**src/hdl/u8cpd_pkg.sv**
```systemverilog
// shared types and constants of the utf-8 code point decoder
package u8cpd_pkg;

	// widths
	localparam int CpWidth  = 21;
	localparam int CntWidth = 3;

	// replacement value for a malformed unit ('?')
	localparam logic [CpWidth-1:0] QMark = 21'd63;

	// most results one byte can cause
	localparam logic [CntWidth-1:0] MaxResults = 3'd4;

	// lead byte masks and patterns
	localparam logic [7:0] Lead2Mask = 8'hE0;
	localparam logic [7:0] Lead2Code = 8'hC0;
	localparam logic [7:0] Lead3Mask = 8'hF0;
	localparam logic [7:0] Lead3Code = 8'hE0;
	localparam logic [7:0] Lead4Mask = 8'hF8;
	localparam logic [7:0] Lead4Code = 8'hF0;
	localparam logic [7:0] ContMask  = 8'hC0;
	localparam logic [7:0] ContCode  = 8'h80;

	// sequence state carried between bytes
	typedef struct packed {
		logic [CpWidth-1:0] partial_value;
		logic [1:0]         bytes_needed;
		logic [1:0]         bytes_taken;
	} state_t;

	// what one byte produces: a run of results, all '?' but the final one
	typedef struct packed {
		logic [CntWidth-1:0] count;
		logic [CpWidth-1:0]  final_cp;
		logic                final_bad;
	} run_t;

endpackage

```
**src/hdl/utf8_code_point_decoder_core.sv**
```systemverilog
// utf-8 code point decoder: byte in, code point runs out
// The first result of an accepted byte appears in the cycle after it is taken.
// Throughput: one byte per cycle while each byte gives at most one result
// and the output is ready; a byte that gives several results (up to four, on
// errors) holds the input while the result register drains its run.
// Reset (arst_n low) closes any open sequence and empties the result register.
module utf8_code_point_decoder_core (
	input  logic        clk,
	input  logic        arst_n,
	input  logic        in_valid,
	output logic        in_ready,
	input  logic [7:0]  byte_value,
	input  logic        last_byte,
	output logic        out_valid,
	input  logic        out_ready,
	output logic [20:0] code_point,
	output logic        malformed,
	output logic        run_end
);

	u8cpd_pkg::state_t state_q;
	u8cpd_pkg::state_t state_nxt;
	u8cpd_pkg::run_t   run;

	logic [2:0]  cnt_q;
	logic [20:0] cp_q;
	logic        bad_q;
	logic        in_fire;
	logic        out_fire;
	logic        final_out;

	// byte decode
	u8cpd_step u_step (
		.byte_value (byte_value),
		.last_byte  (last_byte),
		.cur        (state_q),
		.nxt        (state_nxt),
		.run        (run)
	);

	// handshakes: take a new byte once the pending run is gone or leaving
	assign final_out = cnt_q == 3'd1;
	assign out_valid = cnt_q != 3'd0;
	assign in_ready  = (cnt_q == 3'd0) || (out_ready && final_out);
	assign in_fire   = in_valid && in_ready;
	assign out_fire  = out_valid && out_ready;

	// sequence state
	always_ff @(posedge clk or negedge arst_n) begin
		if (!arst_n) begin
			state_q <= '0;
		end else if (in_fire) begin
			state_q <= state_nxt;
		end
	end

	// result run counter
	always_ff @(posedge clk or negedge arst_n) begin
		if (!arst_n) begin
			cnt_q <= 3'd0;
		end else if (in_fire) begin
			cnt_q <= run.count;
		end else if (out_fire) begin
			cnt_q <= cnt_q - 3'd1;
		end
	end

	// payload of the final result in the run
	always_ff @(posedge clk) begin
		if (in_fire) begin
			cp_q  <= run.final_cp;
			bad_q <= run.final_bad;
		end
	end

	// leading results are replacements, the final one carries the payload
	assign code_point = final_out ? cp_q : u8cpd_pkg::QMark;
	assign malformed  = final_out ? bad_q : 1'b1;
	assign run_end    = final_out;

	// run never longer than four results
	assert property (@(posedge clk) disable iff (!arst_n)
		cnt_q <= u8cpd_pkg::MaxResults)
		else $error("result run too long");

	// a non-final result is always followed by more of the run
	assert property (@(posedge clk) disable iff (!arst_n)
		out_fire && !run_end |=> out_valid)
		else $error("result run cut short");

	// leading results of a run are replacement marks
	assert property (@(posedge clk) disable iff (!arst_n)
		out_valid && !run_end |-> malformed && code_point == u8cpd_pkg::QMark)
		else $error("non-final result is not a replacement");

	// no sequence survives the final byte of a text
	assert property (@(posedge clk) disable iff (!arst_n)
		in_fire && last_byte |=> state_q.bytes_needed == 2'd0)
		else $error("sequence left open after last byte");

endmodule

```
**src/hdl/u8cpd_step.sv**
```systemverilog
// next-state and result-run logic for one input byte
module u8cpd_step (
	input  logic [7:0]      byte_value,
	input  logic            last_byte,
	input  u8cpd_pkg::state_t cur,
	output u8cpd_pkg::state_t nxt,
	output u8cpd_pkg::run_t   run
);

	// decode of the byte taken as a fresh lead
	logic [2:0]              lead_n;
	logic [20:0]             lead_cp;
	logic                    lead_bad;
	u8cpd_pkg::state_t       lead_st;

	// continuation path
	logic                    is_cont;
	logic [20:0]             cont_pv;
	logic [1:0]              cont_taken;
	logic [1:0]              cont_needed;

	// lead byte classification
	always_comb begin
		lead_n   = 3'd1;
		lead_cp  = u8cpd_pkg::QMark;
		lead_bad = 1'b1;
		lead_st  = '0;
		if (byte_value inside {[8'h00:8'h7F]}) begin
			lead_cp  = {13'd0, byte_value};
			lead_bad = 1'b0;
		end else if ((byte_value & u8cpd_pkg::Lead2Mask) == u8cpd_pkg::Lead2Code) begin
			if (!last_byte) begin
				lead_n                = 3'd0;
				lead_st.partial_value = {16'd0, byte_value[4:0]};
				lead_st.bytes_needed  = 2'd1;
			end
		end else if ((byte_value & u8cpd_pkg::Lead3Mask) == u8cpd_pkg::Lead3Code) begin
			if (!last_byte) begin
				lead_n                = 3'd0;
				lead_st.partial_value = {17'd0, byte_value[3:0]};
				lead_st.bytes_needed  = 2'd2;
			end
		end else if ((byte_value & u8cpd_pkg::Lead4Mask) == u8cpd_pkg::Lead4Code) begin
			if (!last_byte) begin
				lead_n                = 3'd0;
				lead_st.partial_value = {18'd0, byte_value[2:0]};
				lead_st.bytes_needed  = 2'd3;
			end
		end
	end

	// continuation byte folded into the open sequence
	assign is_cont     = (byte_value & u8cpd_pkg::ContMask) == u8cpd_pkg::ContCode;
	assign cont_pv     = {cur.partial_value[14:0], byte_value[5:0]};
	assign cont_taken  = cur.bytes_taken + 2'd1;
	assign cont_needed = cur.bytes_needed - 2'd1;

	// sequence control
	always_comb begin
		nxt           = '0;
		run.count     = 3'd0;
		run.final_cp  = u8cpd_pkg::QMark;
		run.final_bad = 1'b1;
		if (cur.bytes_needed == 2'd0) begin
			nxt           = lead_st;
			run.count     = lead_n;
			run.final_cp  = lead_cp;
			run.final_bad = lead_bad;
		end else if (is_cont) begin
			if (cont_needed == 2'd0) begin
				run.count     = 3'd1;
				run.final_cp  = cont_pv;
				run.final_bad = 1'b0;
			end else if (last_byte) begin
				run.count = {1'b0, cont_taken} + 3'd1;
			end else begin
				nxt.partial_value = cont_pv;
				nxt.bytes_needed  = cont_needed;
				nxt.bytes_taken   = cont_taken;
			end
		end else begin
			// mismatch: flush the open unit, then restart on this byte
			nxt       = lead_st;
			run.count = {1'b0, cur.bytes_taken} + 3'd1 + lead_n;
			if (lead_n != 3'd0) begin
				run.final_cp  = lead_cp;
				run.final_bad = lead_bad;
			end
		end
		// nothing stays open past the end of the text
		if (last_byte) begin
			nxt = '0;
		end
	end

endmodule
```
**config.mk**
```make
export PLATFORM = sky130hd
export DESIGN_NAME = utf8_code_point_decoder_core
export DESIGN_NICKNAME = d
export VERILOG_FILES = /design/src/hdl/u8cpd_pkg.sv /design/src/hdl/utf8_code_point_decoder_core.sv /design/src/hdl/u8cpd_step.sv
export SDC_FILE = /design/constraint.sdc
export NUM_CORES = 1
export LEC_CHECK = 0
export BUFFER_PORTS_ARGS = -buffer_cell sky130_fd_sc_hd__buf_4
export CAP_MARGIN = 10
export CORE_MARGIN = 5
export CORE_UTILIZATION = 59
export DETAILED_ROUTE_END_ITERATION = 12
export PLACE_DENSITY = 0.82
export SYNTH_ARGS = -nofsm -noshare
export SYNTH_HDL_FRONTEND = slang
export SYNTH_SLANG_ARGS = --single-unit
export TNS_END_PERCENT = 30
```
**constraint.sdc**
```tcl
create_clock -name clk -period 4.5 [get_ports clk]
set_clock_uncertainty 0.15 [all_clocks]
set_input_delay 0.675 -clock clk [delete_from_list [all_inputs] [get_ports clk]]
set_output_delay 0.675 -clock clk [all_outputs]
set_load 0.005 [all_outputs]
```
==> results of run 1 <==
-- layer usage --
layer | vias to the layer above | part of all wire [%] | GRT usage [%]
met1 | 703 | 42 | 22.9
met4 | 0 | 1.9 | 7.66
met2 | 63 | 48 | 27.8
met5 | - | 0 | 0
met3 | 10 | 7.6 | 4.75
li1 | 735 | - | -
-- flip-flops by register name, summed over array words and instances (netlist names) --
register	count
bad_q	1
cp_q	21
cnt_q	3
state_q	19
-- power groups by stage --
stage	clock [mW]	sequential (mW)	combinational [mW]
5_1_grt	0.340	0.553	0.508
3_3_place_gp	0	0.548	0.431
4_1_cts	0.316	0.544	0.452
3_5_place_dp	0	0.553	0.449
6_report	0.313	0.544	0.451
2_1_floorplan	0	0.543	0.280
-- area by class of cell --
type	instances	share of cell area, %
flip-flops and latches	44	46.8
multi-input cells	125	33.1
repair buffers	39	11.3
clock buffers	6	3.19
well taps	48	2.32
inverters	12	1.74
clock inverters	2	1.50
-- worst max-delay path: stages (launching register included) --
cell,delay [ns]
dfrtp_1,0.40
inv_1,0.10
ha_1,0.19
nor2b_1,0.46
buf_4,0.28
and2_1,0.15
buf_4,0.11
-- cells in the mapped netlist (3+ instances only) --
cell type and instances:
dfrtp_1 22, o21ai_0 8, nand2_1 16, and2_1 29, clkbuf_1 6, nand2b_1 15
a22o_2 10, nor2_1 4, nor2b_1 3, ha_1 8, inv_1 11, edfxtp_1 22
nand3_1 3, a21oi_1 5
-- logic make-up after synthesis --
| logic type | count (synthesis) | synth area share [%] |
|---|---|---|
| DFF | 44 | 56.1 |
| buffers and inverters | 20 | 4.17 |
| and+or+nand+nor | 77 | 20.7 |
| muxes | 1 | 0.522 |
| AOI/OAI and AO/OA | 37 | 13.0 |
| adders and majority gates | 8 | 4.64 |
| xor gates and xnor gates | 2 | 0.812 |
-- per-stage QoR --
stage	hold WS (ns)	util (%)	cell area, um2	worst slack, ns	power, mW
2_1_floorplan	0.229	-	2160	2.11	0.823
6_report	0.0917	71.8	2590	1.68	1.31
3_5_place_dp	0.339	68.2	2460	1.62	1.00
3_3_place_gp	0.333	68.2	2460	1.76	0.980
5_1_grt	0.102	71.8	2590	1.52	1.40
4_1_cts	0.102	71.5	2580	1.28	1.31
-- worst max path at each step --
stage | cells after the start | slack, ns | endpoint | startpoint
CTS | 5 | 1.28 | code_point[17] | cnt_q[1]
finish | 6 | 1.68 | code_point[17] | cnt_q[1]
detailed placement | 5 | 1.62 | code_point[17] | cnt_q[1]
global route | 6 | 1.52 | code_point[17] | cnt_q[1]
floorplan | 6 | 2.11 | cnt_q[1] | out_ready
global placement | 7 | 1.76 | state_q[5] | out_ready
==> results.md, run 1 <==
* Register area at ~1200 um2
* Die height at ~70 um
* Top_reg_cell synth: edfxtp_1
* Antenna violations before repair at 0
* Slew Limit Fails at 0
* First-pass GRT wire length at around 7000 um
* Dpl cells at roughly 270
* RSZ-0062 raised after global routing: false
* RD Place Congestion at between 0.8 and 0.9
* Layout cells sized above 1 at about a quarter
* Yosys reg bits at 44
* Root Buffer: clkbuf_8
* Number of H-tree levels at 2
* Post-Syn Area at ~2200 um2
* Grt ovf at 0
* Crit share post-route at 62.7%
* Most common cell after layout, fill and taps aside: buf_4
* Crit Path Class: register to output port
* CP Launch Type: register
* Post-route antenna net violation count at 0
* Post-synthesis cell count at 189
* Yosys cell types at 35
* NetSw at 0.408 mW
* CTS resizes at 0
* DRC at 0
* Number of buffers created by CTS at 5
* Die area at 4970 um2
* CP Data Required Time at approximately 3.7 ns
* HPWL after DPL at ~2900 um
* Most frequent cells in the layout: buf_4 (39), and2_1 (29), edfxtp_1 (22), dfrtp_1 (22), nand2_1 (16)
* Routed WL at 3920 um
* Rows at 22
* R2R depth at 6
* Sequential share of the synthesized area at between 50 and 60%
* Setup Total Neg Slack at 0 ns
* Setup Buffers After CTS at 0
* Comb pwr share at 34.5%
* Reg2reg setup slack at 1.80 ns
* N_diodes at 0
* Power per cell area at roughly 510 nW/um2
* Worst VDD drop at roughly 0.31 mV
* Worst-path clk slew at 0.08 ns
* CTS tree: done
* Max-cap violations at 0
* Filler cells at 270
* R2r startpoint: cnt_q[0]
* Seq pwr share at between 40% and 50%
* WL per Instance at 14.2 um
* Final setup viols at 0
* Final min period at 2.82 ns
* Via/cell ratio at ~5.5
* Int Power at ~0.9 mW
* Number of global-route vias before repair at between 1000 and 1500
* Post-Synthesis Net Count at 210
* Hold Crit Class: input pin to async pin
* CP max FO at 17
* Status: finished clean
* Clk sinks at 44
* R2R Path End: state_q[0]
* Syn-to-layout area delta at 19.9%
* Core area at 3610 um2
* Leakage at 1.12 nW
* Hold_buf cts at 0
* Initial Util at around three fifths
* Drt pass-1 iters at 4
* Non-Filler Instances at between 200 and 300
* Max Root-Sink Buffers at 2
* Hold Vio Cnt, Final at 0
* Initial drt markers at between 80 and 90
* Maximum clock frequency at 354 MHz
* Clock Latency Late Sink at 0.30 ns
* Top post-synthesis cells by area: edfxtp_1 (31%), dfrtp_1 (26%), and2_1 (8.4%)
* Synth warn at 0
* Clk network pwr share at about a quarter
* Async set-reset flop share out of synthesis at 50.0%
* Largest net degree at the start of global routing at 28
* Switching Share at 31.2%
* Post-synth EDFFs at 22
* PortBufs at 37
* Yosys top cell by area: edfxtp_1
* Worst Path Arrival at about 2.0 ns
* Overall Global Routing Usage at 17.7%
* Final net count at around 250
* IO Pins at 38
* Vias post-DR at ~1500
* Least-Margin Pin Slew at about 0.89 ns
* Yosys top cell area share at between 30% and 40%
* Multi-input gate area at between 800 and 900 um2
* Synth Area per Inst at 11.4 um2
* CP Capture Type: output port
* Slew headroom at 40.6%
* Die Wd at ~70 um
Power figures use the tool's default switching activity.
==> run 2, diff against run 1 <==
--- a/config.mk
+++ b/config.mk
@@ -5,12 +5,13 @@
 export SDC_FILE = /design/constraint.sdc
 export NUM_CORES = 1
 export LEC_CHECK = 0
+export ABC_AREA = 1
 export BUFFER_PORTS_ARGS = -buffer_cell sky130_fd_sc_hd__buf_4
 export CAP_MARGIN = 10
 export CORE_MARGIN = 5
-export CORE_UTILIZATION = 59
+export CORE_UTILIZATION = 50
 export DETAILED_ROUTE_END_ITERATION = 12
-export PLACE_DENSITY = 0.82
+export PLACE_DENSITY = 0.73
 export SYNTH_ARGS = -nofsm -noshare
 export SYNTH_HDL_FRONTEND = slang
 export SYNTH_SLANG_ARGS = --single-unit
==> constraint.sdc (replaced) <==
create_clock -name clk -period 2.49 [get_ports clk]
set_clock_uncertainty 0.15 [all_clocks]
set_input_delay 0.3735 -clock clk [delete_from_list [all_inputs] [get_ports clk]]
set_output_delay 0.3735 -clock clk [all_outputs]
set_load 0.005 [all_outputs]
==> results.md, run 2 <==
* Crit Path Class: register to output port
* Initial Util at 52.3%
* Post-Synthesis Net Count at 275
* Worst-path clk slew at roughly 0.080 ns
* Root Buffer: clkbuf_8
* Die Wd at about 78 um
* Worst Path Arrival at between 1.5 and 2 ns
* Rows at 24
* Grt ovf at 0
* Final setup viols at 0
* Die height at just under 80 um
* Final worst-path setup slack at approximately 0.35 ns
* R2r startpoint: cnt_q[0]
* CP Launch Type: register
* CTS resizes at 0
* Setup Total Neg Slack at 0 ns
* Die area at about 6000 um2
* Crit share post-route at 86.1%
* CP bufs+invs at 3
* Post-route antenna net violation count at 0
* Worst Hold Slack at about 0.18 ns
* CP max FO at 15
* Power per cell area at just over 900 nW/um2
* Post-synth EDFFs at 22
* Synth warn at 0
* Top_reg_cell synth: edfxtp_1
* Clock Latency Late Sink at 0.29 ns
* Synth cell count leaders: inv_1 (47), nor2_1 (38), nand2_1 (31), dfrtp_1 (22), edfxtp_1 (22)
* Final net count at 315
* Post-Syn Area at 2310 um2
* CTS tree: done
* Worst VDD drop at 0.436 mV
* PortBufs at 37
* Syn-to-layout area delta at 19.0%
* CP Cell Sequence: inv_1 -> ha_1 -> nand2_1 -> buf_4 -> nor2_1 -> buf_4
* Most common cell in the netlist: inv_1
* Crit path max-delay family: buffers and inverters
* IO Pins at 38
* Crit path largest cell delay at about 0.38 ns
* CP Data Required Time at ~2.0 ns
* Slowest CP cell: dfrtp_1
* Routed WL at between 4000 and 5000 um
* First-pass GRT wire length at 7640 um
* Filler cells at 375
* Number of H-tree levels at 2
* Maximum clock frequency at around 470 MHz
* Largest regs: cp_q: 21 flops, state_q: 19 flops, cnt_q: 3 flops
* Yosys top cell by area: edfxtp_1
* Max Root-Sink Buffers at 2
* N_diodes at 0
* Slew headroom at between 60% and 70%
* Via/cell ratio at 4.97
* Least-Margin Pin Slew at between 0.4 and 0.5 ns
* Crit path top cell by count: buf_4
* Yosys top cell area share at between 20% and 30%
* Critical path startpoint: cnt_q[1]
* Top post-synthesis cells by area: edfxtp_1 (29%), dfrtp_1 (24%), inv_1 (7.6%)
* Synth Area per Inst at ~9.1 um2
* Async set-reset flop share out of synthesis at 50.0%
* Slew Limit Fails at 0
* Max reg flops at 21
* CP Capture Type: output port
* Core area at between 4000 and 5000 um2
* Leakage at between 1 and 1.5 nW
* Hold Crit Class: input pin to register
* Drt pass-1 iters at 4
* Overall power at approximately 2.6 mW
* Final min period at around 2.1 ns
* HPWL after DPL at about 3300 um
* Layout cells sized above 1 at roughly a quarter
* Sequential share of the synthesized area at 52.5%
* Hold_buf cts at 1
* Most common cell after layout, fill and taps aside: inv_1
* Largest net degree at the start of global routing at between 40 and 50
* Setup WS pre-CTS at roughly 0.48 ns
* Most flops, register: cp_q
* Critical hold path startpoint: byte_value[5]
* Initial drt markers at 102
* Post-synthesis cell count at about 250
* Vias post-DR at roughly 1700
* Yosys reg bits at 44
* RD Place Congestion at 0.891
* Antenna violations before repair at 0
* Multi-input gate area at around 860 um2
* RSZ-0062 raised after global routing: false
* Number of buffers created by CTS at 5
* Most frequent cells in the layout: inv_1 (47), nor2_1 (38), buf_4 (38)
* Setup Buffers After CTS at 0
* Max-cap violations at 0
* Status: finished clean
* Yosys cell types at 29
* WL per Instance at approximately 13 um
* Overall Global Routing Usage at 15.5%
* Clk sinks at 44
* Hold Vio Cnt, Final at 0
* Number of global-route vias before repair at between 1500 and 2000
* DRC at 0
* Register area at roughly 1200 um2
-- run 2: cells by family (layout without fill, tap and decap cells) --
group / after synthesis / after routing / synth area share [%]
xor+xnor: 1 / 1 / 0.379
buf+inv: 58 / 99 / 10.4
compound gates: 31 / 31 / 8.56
fa+ha+maj: 8 / 8 / 4.34
flops: 44 / 44 / 52.5
simple gates: 112 / 112 / 23.8
-- run 2: worst reg2reg max path: stages, from the launching register on --
cell     delay, ns
dfrtp_1       0.41
inv_1         0.10
ha_1          0.20
nand2_4       0.07
nand2_4       0.08
nand2_4       0.10
inv_2         0.22
buf_12        0.26
-- run 2: report_power, final --
part	switching [mW]	leakage (nW)	internal, mW
Clock	0.235	0.0524	0.300
Sequential	0.106	0.494	0.979
Combinational	0.556	0.753	0.375
-- run 2: worst paths after layout --
kind | end | slack, ns | cells after the start
max in group asynchronous | state_q[14] | 1.60 | 2
hold reg to reg | state_q[7] | 0.38 | 2
hold / removal | state_q[9] | 0.18 | 3
setup reg to reg | cp_q[13] | 0.58 | 7
min in group asynchronous | state_q[9] | 0.35 | 2
setup / recovery | code_point[12] | 0.35 | 6
-- run 2: routing by layer --
metal  GRT usage (%)  routed length [um]  vias up
met5               0                   0        -
met4            4.56                  51        0
met3            3.59                 232        5
met2            24.5                2100       36
met1            21.3                2060      797
li1                -                   -      886
-- run 2: per-stage QoR --
| stage | utilization (%) | instance area (um2) | std cells |
|---|---|---|---|
| 6_report | 62.2 | 2750 | 347 |
| 5_1_grt | 62.2 | 2750 | 347 |
| 4_1_cts | 62.2 | 2750 | 347 |
| 3_5_place_dp | 59.6 | 2630 | 338 |
| 3_3_place_gp | 59.6 | 2630 | 338 |
| 2_1_floorplan | - | 2310 | 254 |
-- run 2: final cells by class --
class                   count  share of cell area, %
flip-flops and latches     44                   44.1
repair buffers             40                   11.5
clock buffers               7                   2.78
inverters                  51                   6.97
multi-input cells         152                   31.2
clock inverters             1                   1.09
well taps                  52                   2.37
